[config.mk]
export PLATFORM = sky130hd
export DESIGN_NAME = hst_front
export DESIGN_NICKNAME = d
export VERILOG_FILES = /design/src/design/handle_slot_table_core_macros.svh /design/src/design/hst_pkg.sv /design/src/design/hst_front.sv
export SDC_FILE = /design/constraint.sdc
export NUM_CORES = 1
export LEC_CHECK = 0
export CAP_MARGIN = 25
export CORE_AREA = 3 3 40 42
export DETAILED_ROUTE_END_ITERATION = 8
export DIE_AREA = 0 0 43 45
export DONT_BUFFER_PORTS = 1
export PLACE_DENSITY = 0.53
export RECOVER_POWER = 25
export SLEW_MARGIN = 20
export SYNTH_ARGS = -nofsm -noshare
export SYNTH_HDL_FRONTEND = slang
export SYNTH_SLANG_ARGS = --single-unit
export TNS_END_PERCENT = 20
[constraint.sdc]
create_clock -name vclk -period 2.58
set_clock_uncertainty 0.15 [all_clocks]
set_input_delay 0.258 -clock vclk [all_inputs]
set_output_delay 0.258 -clock vclk [all_outputs]
set_load 0.02 [all_outputs]
[src/design/handle_slot_table_core_macros.svh]
// Assertion macros used by the handle slot table back end (hst_back).
`ifndef HANDLE_SLOT_TABLE_CORE_MACROS_SVH
`define HANDLE_SLOT_TABLE_CORE_MACROS_SVH

// Same-cycle implication, sampled on i_clk, off during reset.
`define HST_ASSERT_IMP(lbl, ant, con) \
    lbl: assert property (@(posedge i_clk) disable iff (!i_rst_n) (ant) |-> (con)) \
        else $error("handle slot table check failed");

// Next-cycle implication, sampled on i_clk, off during reset.
`define HST_ASSERT_NXT(lbl, ant, con) \
    lbl: assert property (@(posedge i_clk) disable iff (!i_rst_n) (ant) |=> (con)) \
        else $error("handle slot table check failed");

`endif

[src/design/hst_pkg.sv]
// Package: types, codes and sizes of the handle slot table.
`timescale 1ns / 1ps
package hst_pkg;

    localparam int SLOTS        = 256;
    localparam int WORD_BITS    = 32;
    localparam int ID_BITS      = 8;
    localparam int HANDLE_LIMIT = (SLOTS < 256) ? SLOTS : 256;
    localparam int SLOT_AW      = $clog2(SLOTS);
    localparam int GRP_BITS     = 16;
    localparam int GRPS         = SLOTS / GRP_BITS;
    localparam int GRP_AW       = $clog2(GRPS);
    localparam int BIT_AW       = $clog2(GRP_BITS);
    localparam int QDEPTH       = 2;
    localparam int QA_BITS      = $clog2(QDEPTH);
    localparam int QC_BITS      = $clog2(QDEPTH + 1);

    localparam logic [1:0] REQ_PUT = 2'd0;
    localparam logic [1:0] REQ_GET = 2'd1;
    localparam logic [1:0] REQ_EXT = 2'd2;

    localparam logic [1:0] ST_OK   = 2'd0;
    localparam logic [1:0] ST_NULL = 2'd1;
    localparam logic [1:0] ST_FULL = 2'd2;
    localparam logic [1:0] ST_BAD  = 2'd3;

    typedef enum logic [2:0] {
        OP_PUT,
        OP_GET,
        OP_EXT,
        OP_NULL,
        OP_BAD
    } t_op;

    typedef enum logic [0:0] {
        S_IDLE,
        S_EXEC
    } t_state;

    typedef struct packed {
        logic [1:0]           req_type;
        logic [ID_BITS-1:0]   slot_id;
        logic [31:0]          item_data;
    } t_in;

    typedef struct packed {
        logic [ID_BITS-1:0]   result_id;
        logic [31:0]          result_data;
        logic [1:0]           status;
        logic [ID_BITS-1:0]   item_count;
    } t_out;

    typedef struct packed {
        t_op                  op;
        logic [ID_BITS-1:0]   id;
        logic [WORD_BITS-1:0] word;
    } t_cmd;

endpackage

[src/design/hst_front.sv]
// Front end: takes request beats and classifies them into queue commands.
`timescale 1ns / 1ps
module hst_front (
    input  logic          i_in_valid,
    output logic          o_in_ready,
    input  hst_pkg::t_in  i_in_beat,
    output logic          o_push_valid,
    input  logic          i_push_ready,
    output hst_pkg::t_cmd o_push_cmd
);

    logic w_id_ok;
    logic w_null;

    assign o_in_ready   = i_push_ready;
    assign o_push_valid = i_in_valid;

    assign w_id_ok = (i_in_beat.slot_id != '0) &&
                     ({1'b0, i_in_beat.slot_id} < (hst_pkg::ID_BITS + 1)'(hst_pkg::HANDLE_LIMIT));
    assign w_null  = (i_in_beat.item_data[hst_pkg::WORD_BITS-1:0] == '0);

    always_comb begin
        o_push_cmd.id   = i_in_beat.slot_id;
        o_push_cmd.word = i_in_beat.item_data[hst_pkg::WORD_BITS-1:0];
        unique case (i_in_beat.req_type)
            hst_pkg::REQ_PUT: begin
                o_push_cmd.op = w_null ? hst_pkg::OP_NULL : hst_pkg::OP_PUT;
            end
            hst_pkg::REQ_GET: begin
                o_push_cmd.op = w_id_ok ? hst_pkg::OP_GET : hst_pkg::OP_BAD;
            end
            hst_pkg::REQ_EXT: begin
                o_push_cmd.op = w_id_ok ? hst_pkg::OP_EXT : hst_pkg::OP_BAD;
            end
            default: begin
                o_push_cmd.op = hst_pkg::OP_BAD;
            end
        endcase
    end

endmodule

==> summary.txt <==
Status = completed
Detailed Routing Iterations Pass 1 = 1
First-pass GRT wire length = 1.26 mm
Startpoint types = primary input
Critical Path AT = 1.26 ns
Routability cong. = 0.562
Top-count cell post-synth = buf_4
CP max stage cell = or4_1
Slew headroom = 80.9%
Post-Place Setup Slack = 0.890 ns
Cell Area, Synth = 454 sq um
Top cells by area, synth = buf_4 69%, nor4_1 11%, o31ai_1 3.3%, or4_4 2.5%, maj3_1 2.2%
Synth area leader = buf_4
Register share of total power = 0%
Fillers = 152
Max Freq = 600 MHz
Die width = 43 um
Final hold vios = 0
Final Total Pwr = 0.0000140 W
Initial antenna violation count = 0
Die area = 1940 sq um
Final Setup Violations = 0
Setup TNS = 0 ns
RSZ-0062 raised after global routing = no
Number of remaining DRC errors = 0
IO Pins = 89
CP endpoint kind = output port
Max Cap Violations = 0
Delay-heaviest family, CP = simple AND/OR/NAND/NOR gates
Final Max Slew Viols = 0
PortBufs = 0
Initial drt markers = 0
Post-synth cell types = 14
Count of clock buffers in the final design = 0
Pwr Density = 81.2 nW/um^2
Synth warnings = 0
Multi-input logic area = 135 sq um
WL/cell = 22.8 um
DR vias/cell = 6.95
Crit path cell chain = or4_1 -> o211ai_1 -> o31ai_1 -> buf_4
P_sw = 0.00000716 W
Net count after synthesis = 108
Setup ws final = 0.913 ns
LEAKAGE = 0.0352 nW
Post-layout min period = 1.67 ns
Core area = 1280 sq um
Antenna Nets Post-Route = 0
WL final = 888 um
Cell count after synthesis = 64
Crit path largest cell delay = 0.55 ns
Vias post-DR = 271
Starting Density = 35.3%
Share of post-route cells with drive strength above 1 = 12.5%
Total GRT Usage = 7.96%
CP bufs+invs = 1
Postcts setup bufs = 0
WP data required = 2.17 ns
Post_cts resized = 0
Least-Margin Pin Slew = 0.284 ns
Switching part of the total = 51.1%
Tcrit/Tclk final = 64.6%
Top cells by count, synth = 42 x buf_4, 8 x nor4_1, 2 x nor2_1, 2 x o31ai_1
Congestion Overflow GR = 0
Largest net degree at the start of global routing = 5
Hold buffers post-CTS = 0
Worst hold path type = primary input to output port
Internal = 0.00000685 W
Max VDD drop = 0.0158 mV
Die height = 45 um
CP max FO = 3
Combinational Power Share = 100.0%
Post-synth top area share = 69.4%
Critical path class = primary input to output port
Clk network pwr share = 0%
Seq cells = 0
Area added between synthesis and finish = -62.0%
Register area share after synthesis = 0%
Vias in the first global route = 320
Antenna diode instance count = 0
Row count = 13
FF/Latch Area = 0 sq um
Final #Nets = 70
Post-synthesis area per instance = 7.10 sq um
[final cells by class]
type	count	share of cell area, %
inverters	1	2.17
multi-input cells	21	78.3
well taps	15	10.9
repair buffers	2	8.70
[worst paths after layout]
path	from	end	slack, ns	depth (start not counted)
worst min-delay path	i_in_valid	o_push_valid	0.37	0
worst max-delay path	i_in_beat[33]	o_push_cmd[40]	0.91	4
[cells by family after synthesis]
| kind of cell | share of synthesized area [%] |
|---|---|
| buf+inv | 70.2 |
| simple gates | 21.5 |
| fa+ha+maj | 2.20 |
| compound gates | 6.06 |
[stage by stage]
stage	utilization [%]	std cells	cell area [sq um]	hold WS [ns]
finish	13.4	39	173	0.366
global route	13.4	39	173	0.366
CTS	13.4	39	173	0.366
detailed placement	13.4	39	173	0.366
global placement	13.4	39	173	0.366
floorplan	-	64	454	0.479
[routing by layer]
| metal | GRT usage (%) | vias up | wire length, um |
|---|---|---|---|
| met2 | 14.7 | 48 | 422 |
| met5 | 0 | - | 0 |
| li1 | - | 101 | - |
| met1 | 9.05 | 120 | 285 |
| met3 | 1.99 | 2 | 174 |
| met4 | 2.41 | 0 | 6 |
[cells in the final DEF (no fill, tap or decap)]
cell type	n
nor4_1	8
nand3_1	1
or4_1	1
nand4_1	1
inv_1	1
buf_4	2
o31ai_1	2
nor2b_1	1
nand2_1	1
o21ai_0	1
or4_4	1
maj3_1	1
o211ai_1	1
nor2_1	2
[power groups by stage]
stage	Combinational (W)	Sequential (W)	Clock (W)
floorplan	0.000106	0	0
global placement	0.0000143	0	0
detailed placement	0.0000143	0	0
CTS	0.0000144	0	0
global route	0.0000156	0	0
finish	0.0000140	0	0
No activity file was read; power rests on OpenSTA's default activity.
