$ cat config.mk
export PLATFORM = sky130hd
export DESIGN_NAME = hst_fifo
export DESIGN_NICKNAME = d
export VERILOG_FILES = /design/src/design/handle_slot_table_core_macros.svh /design/src/design/hst_pkg.sv /design/src/design/hst_fifo.sv
export SDC_FILE = /design/constraint.sdc
export NUM_CORES = 1
export LEC_CHECK = 0
export ABC_AREA = 1
export BUFFER_PORTS_ARGS = -buffer_cell sky130_fd_sc_hd__buf_2
export CORE_AREA = 4 4 88 90
export DETAILED_ROUTE_END_ITERATION = 12
export DIE_AREA = 0 0 92 94
export PLACE_DENSITY = 0.79
export RECOVER_POWER = 100
export SYNTH_ARGS = -nofsm -noshare
export SYNTH_HDL_FRONTEND = slang
export SYNTH_SLANG_ARGS = --single-unit
$ cat constraint.sdc
create_clock -name i_clk -period 3.83 [get_ports i_clk]
set_input_delay 0.1915 -clock i_clk [delete_from_list [all_inputs] [get_ports i_clk]]
set_output_delay 0.1915 -clock i_clk [all_outputs]
set_load 0.02 [all_outputs]
$ cat src/design/handle_slot_table_core_macros.svh
// Assertion macros used by the handle slot table back end (hst_back).
`ifndef HANDLE_SLOT_TABLE_CORE_MACROS_SVH
`define HANDLE_SLOT_TABLE_CORE_MACROS_SVH

// Same-cycle implication, sampled on i_clk, off during reset.
`define HST_ASSERT_IMP(lbl, ant, con) \
    lbl: assert property (@(posedge i_clk) disable iff (!i_rst_n) (ant) |-> (con)) \
        else $error("handle slot table check failed");

// Next-cycle implication, sampled on i_clk, off during reset.
`define HST_ASSERT_NXT(lbl, ant, con) \
    lbl: assert property (@(posedge i_clk) disable iff (!i_rst_n) (ant) |=> (con)) \
        else $error("handle slot table check failed");

`endif

$ cat src/design/hst_pkg.sv
// Package: types, codes and sizes of the handle slot table.
`timescale 1ns / 1ps
package hst_pkg;

    localparam int SLOTS        = 256;
    localparam int WORD_BITS    = 32;
    localparam int ID_BITS      = 8;
    localparam int HANDLE_LIMIT = (SLOTS < 256) ? SLOTS : 256;
    localparam int SLOT_AW      = $clog2(SLOTS);
    localparam int GRP_BITS     = 16;
    localparam int GRPS         = SLOTS / GRP_BITS;
    localparam int GRP_AW       = $clog2(GRPS);
    localparam int BIT_AW       = $clog2(GRP_BITS);
    localparam int QDEPTH       = 2;
    localparam int QA_BITS      = $clog2(QDEPTH);
    localparam int QC_BITS      = $clog2(QDEPTH + 1);

    localparam logic [1:0] REQ_PUT = 2'd0;
    localparam logic [1:0] REQ_GET = 2'd1;
    localparam logic [1:0] REQ_EXT = 2'd2;

    localparam logic [1:0] ST_OK   = 2'd0;
    localparam logic [1:0] ST_NULL = 2'd1;
    localparam logic [1:0] ST_FULL = 2'd2;
    localparam logic [1:0] ST_BAD  = 2'd3;

    typedef enum logic [2:0] {
        OP_PUT,
        OP_GET,
        OP_EXT,
        OP_NULL,
        OP_BAD
    } t_op;

    typedef enum logic [0:0] {
        S_IDLE,
        S_EXEC
    } t_state;

    typedef struct packed {
        logic [1:0]           req_type;
        logic [ID_BITS-1:0]   slot_id;
        logic [31:0]          item_data;
    } t_in;

    typedef struct packed {
        logic [ID_BITS-1:0]   result_id;
        logic [31:0]          result_data;
        logic [1:0]           status;
        logic [ID_BITS-1:0]   item_count;
    } t_out;

    typedef struct packed {
        t_op                  op;
        logic [ID_BITS-1:0]   id;
        logic [WORD_BITS-1:0] word;
    } t_cmd;

endpackage

$ cat src/design/hst_fifo.sv
// Short command queue between the front classifier and the back sequencer.
`timescale 1ns / 1ps
module hst_fifo (
    input  logic          i_clk,
    input  logic          i_rst_n,
    input  logic          i_push_valid,
    output logic          o_push_ready,
    input  hst_pkg::t_cmd i_push_cmd,
    output logic          o_pop_valid,
    input  logic          i_pop_ready,
    output hst_pkg::t_cmd o_pop_cmd
);

    hst_pkg::t_cmd                  r_mem [hst_pkg::QDEPTH];
    logic [hst_pkg::QA_BITS-1:0]    r_wr_ptr;
    logic [hst_pkg::QA_BITS-1:0]    r_rd_ptr;
    logic [hst_pkg::QC_BITS-1:0]    r_cnt;
    logic [hst_pkg::QC_BITS-1:0]    n_cnt;
    logic                           w_push;
    logic                           w_pop;

    assign o_push_ready = (r_cnt != hst_pkg::QC_BITS'(hst_pkg::QDEPTH));
    assign o_pop_valid  = (r_cnt != '0);
    assign o_pop_cmd    = r_mem[r_rd_ptr];
    assign w_push       = i_push_valid & o_push_ready;
    assign w_pop        = o_pop_valid & i_pop_ready;

    always_comb begin
        n_cnt = r_cnt;
        if (w_push && !w_pop) begin
            n_cnt = r_cnt + hst_pkg::QC_BITS'(1);
        end else if (!w_push && w_pop) begin
            n_cnt = r_cnt - hst_pkg::QC_BITS'(1);
        end
    end

    always_ff @(posedge i_clk) begin
        if (!i_rst_n) begin
            r_wr_ptr <= '0;
            r_rd_ptr <= '0;
            r_cnt    <= '0;
        end else begin
            r_cnt <= n_cnt;
            if (w_push) begin
                r_wr_ptr <= r_wr_ptr + hst_pkg::QA_BITS'(1);
            end
            if (w_pop) begin
                r_rd_ptr <= r_rd_ptr + hst_pkg::QA_BITS'(1);
            end
        end
    end

    always_ff @(posedge i_clk) begin
        if (w_push) begin
            r_mem[r_wr_ptr] <= i_push_cmd;
        end
    end

endmodule

==> flow_metrics.py <==
metrics = {
    "run_status": {
        "outcome": "finished, violations left",
        "violations": "capacitance limit, slew limit",
    },
    "floorplanning": {
        "core-area_um2": 7060,
        "io_pins": 92,
        "initial_core_util": 0.503,
        "row_count": 31,
        "die_h_um": 94,
        "dieArea_um2": 8650,
        "die_w_um": 92,
    },
    "timing": {
        "setup_slack_ns": 1.14,
        "setup_tns_ns": 0,
        "min_period_ns": 2.69,
        "max_slew_margin": -0.0437,
        "hold_violations": 0,
        "rsz0062_at_grt": "false",
        "finalClockSkew_ns": 0.00653,
        "fin_hold_ws_ns": 0.0291,
        "fin_crit_sh": 0.702,
        "setup_viol": 0,
        "maxSlewViolCount": 40,
        "max_slew.worst_pin.slew_ns": 1.56,
        "max_freq_mhz": 372,
    },
    "setup_path": {
        "crit_type": "flip-flop to flip-flop",
        "crit_path_max_fanout": 25,
        "arrival_ns": 2.70,
        "cp-end-kind": "flip-flop",
        "cp.required_ns": 3.84,
        "startpoint_type": "flip-flop",
    },
    "layout": {
        "nets": 320,
        "drive_gt1_frac": 0.314,
        "final_common_cell": "edfxtp_1",
        "fin_util": 0.584,
        "layout_common_cells": "86 x edfxtp_1, 65 x buf_2, 38 x mux2_1, 29 x clkbuf_1",
        "areaGrowthSynthToFinish_pct": 16.1,
        "diodes": 0,
    },
    "cts": {
        "htreeDepth": 3,
        "cts_root_buf": "clkbuf_8",
        "cts_setup_buffers": 0,
        "clock-sinks": 91,
        "cts_buffers": 9,
        "cts_hold_buf": 0,
        "clk_pin_slew_ns": 0.08,
        "cts_tree": "yes",
        "cts_buffer_depth": 2,
        "insertion_delay_ns": 0.35,
        "cts_resized": 0,
    },
    "detailed_routing": {
        "first_pass_iters": 4,
        "wl_met3_um": 369,
        "vias": 1746,
        "wl_met1_mm": 2.35,
        "wirelength_mm": 5.85,
        "drc_errors": 0,
        "topRoutingLayerUsed": "met4",
        "drtIter0Drc": 60,
        "postRouteAntennaNets": 0,
        "avgViaCountPerCell": 4.64,
        "routed-wl-met2_mm": 3.02,
        "avgRoutedWirePerCell_um": 15.6,
    },
    "synth": {
        "yosysWarnings": 0,
        "synth_area_leaders": "edfxtp_1 73%, mux2_4 17%, dfxtp_1 2.8%, buf_12 2.3%, nand2_1 0.95%",
        "synth_top_area_frac": 0.728,
        "synth_seq_cells": 91,
        "synthCells": 171,
        "avgSynthCellArea_um2": 20.8,
        "synth_top_cell_by_area": "edfxtp_1",
        "synth_cell_types": 15,
        "ys_seq_area_frac": 0.756,
        "synth_fp_nets": 219,
        "synth_area_um2": 3550,
    },
    "power": {
        "powerDensity_nw_per_um2": 662,
        "power_mw": 2.73,
        "vdd_drop_max_mv": 0.322,
        "power.leakage_nw": 1.53,
    },
    "min_path": {
        "hold_path.class": "input port to flip-flop",
    },
    "global_routing": {
        "grt_pass1_vias": 1891,
        "grt_max_degree": 34,
        "grt_remaining_overflow": 0,
        "grtUsageTotal": 0.142,
        "grt_antenna_before_repair": 0,
        "grt_pass1_wl_mm": 9.17,
    },
    "place": {
        "place_ws_ns": 1.75,
        "place_congestion": 0.686,
        "hpwl_mm": 4.03,
        "portBuffers": 91,
    },
    "run": {
        "cap_viol_max_count": 2,
    },
}
## kinds of logic after synthesis
logic type / count (synthesis) / share of synthesized area
DFF: 91 / 0.756
muxes: 43 / 0.179
and+or+nand+nor: 19 / 0.0212
buffers and inverters: 13 / 0.0342
AOI/OAI and AO/OA: 4 / 0.00635
adders and majority gates: 1 / 0.00353
## critical path, stage by stage, from the launching register on
cell and delay, ns:
dfxtp_1 0.35, inv_1 0.10, nand2_1 0.09, nand2_1 0.10, nor2_1 1.17, buf_4 0.52
## path summary, 6_finish.rpt
path / start / cells past startpoint / slack [ns] / to
max: r_cnt[0] / 5 / 1.14 / r_mem[1][17]
min: i_push_cmd[12] / 1 / 0.03 / r_mem[1][12]
max reg2reg: r_cnt[0] / 5 / 1.14 / r_mem[1][17]
min reg2reg: r_wr_ptr / 2 / 0.51 / r_wr_ptr
## sequential cells by signal (all words and copies together) (netlist names), named ones only
| register | cells |
|---|---|
| r_cnt | 2 |
| r_rd_ptr | 1 |
| r_mem | 86 |
| r_wr_ptr | 1 |
## Yosys cell counts
cell type and number:
edfxtp_1 86, mux2_4 40, nand2_1 9, inv_1 8
nor2_1 8, dfxtp_1 5, buf_12 4, mux2_2 3
o21ai_0 2, a21oi_1 1, buf_6 1, ha_1 1
nand3_1 1, nand4_1 1, o21a_1 1
## where the power goes
group	switching [mW]	total, mW	internal, mW
Sequential	0.0753	1.33	1.26
Combinational	0.414	0.653	0.240
Clock	0.309	0.738	0.429
Total	0.798	2.73	1.93
## stage by stage
step	area (µm²)	instances
floorplan	3550	171
global placement	4080	360
detailed placement	4080	360
CTS	4310	376
global route	4120	376
finish	4120	376
## final cells by class
cell class / count / area, µm²
multi-input combinational: 67 / 606
inverter: 8 / 30.0
fill: 598 / 2940
clock inverter: 6 / 104
sequential: 91 / 2680
clock buffer: 10 / 128
tap: 99 / 124
timing repair buffer: 95 / 445
## layer usage
| layer | vias to the layer above | global-route usage |
|---|---|---|
| met4 | 0 | 0.0743 |
| met5 | - | 0 |
| met2 | 52 | 0.244 |
| met3 | 10 | 0.0409 |
| met1 | 838 | 0.161 |
| li1 | 846 | - |
Power figures use the tool's default switching activity.
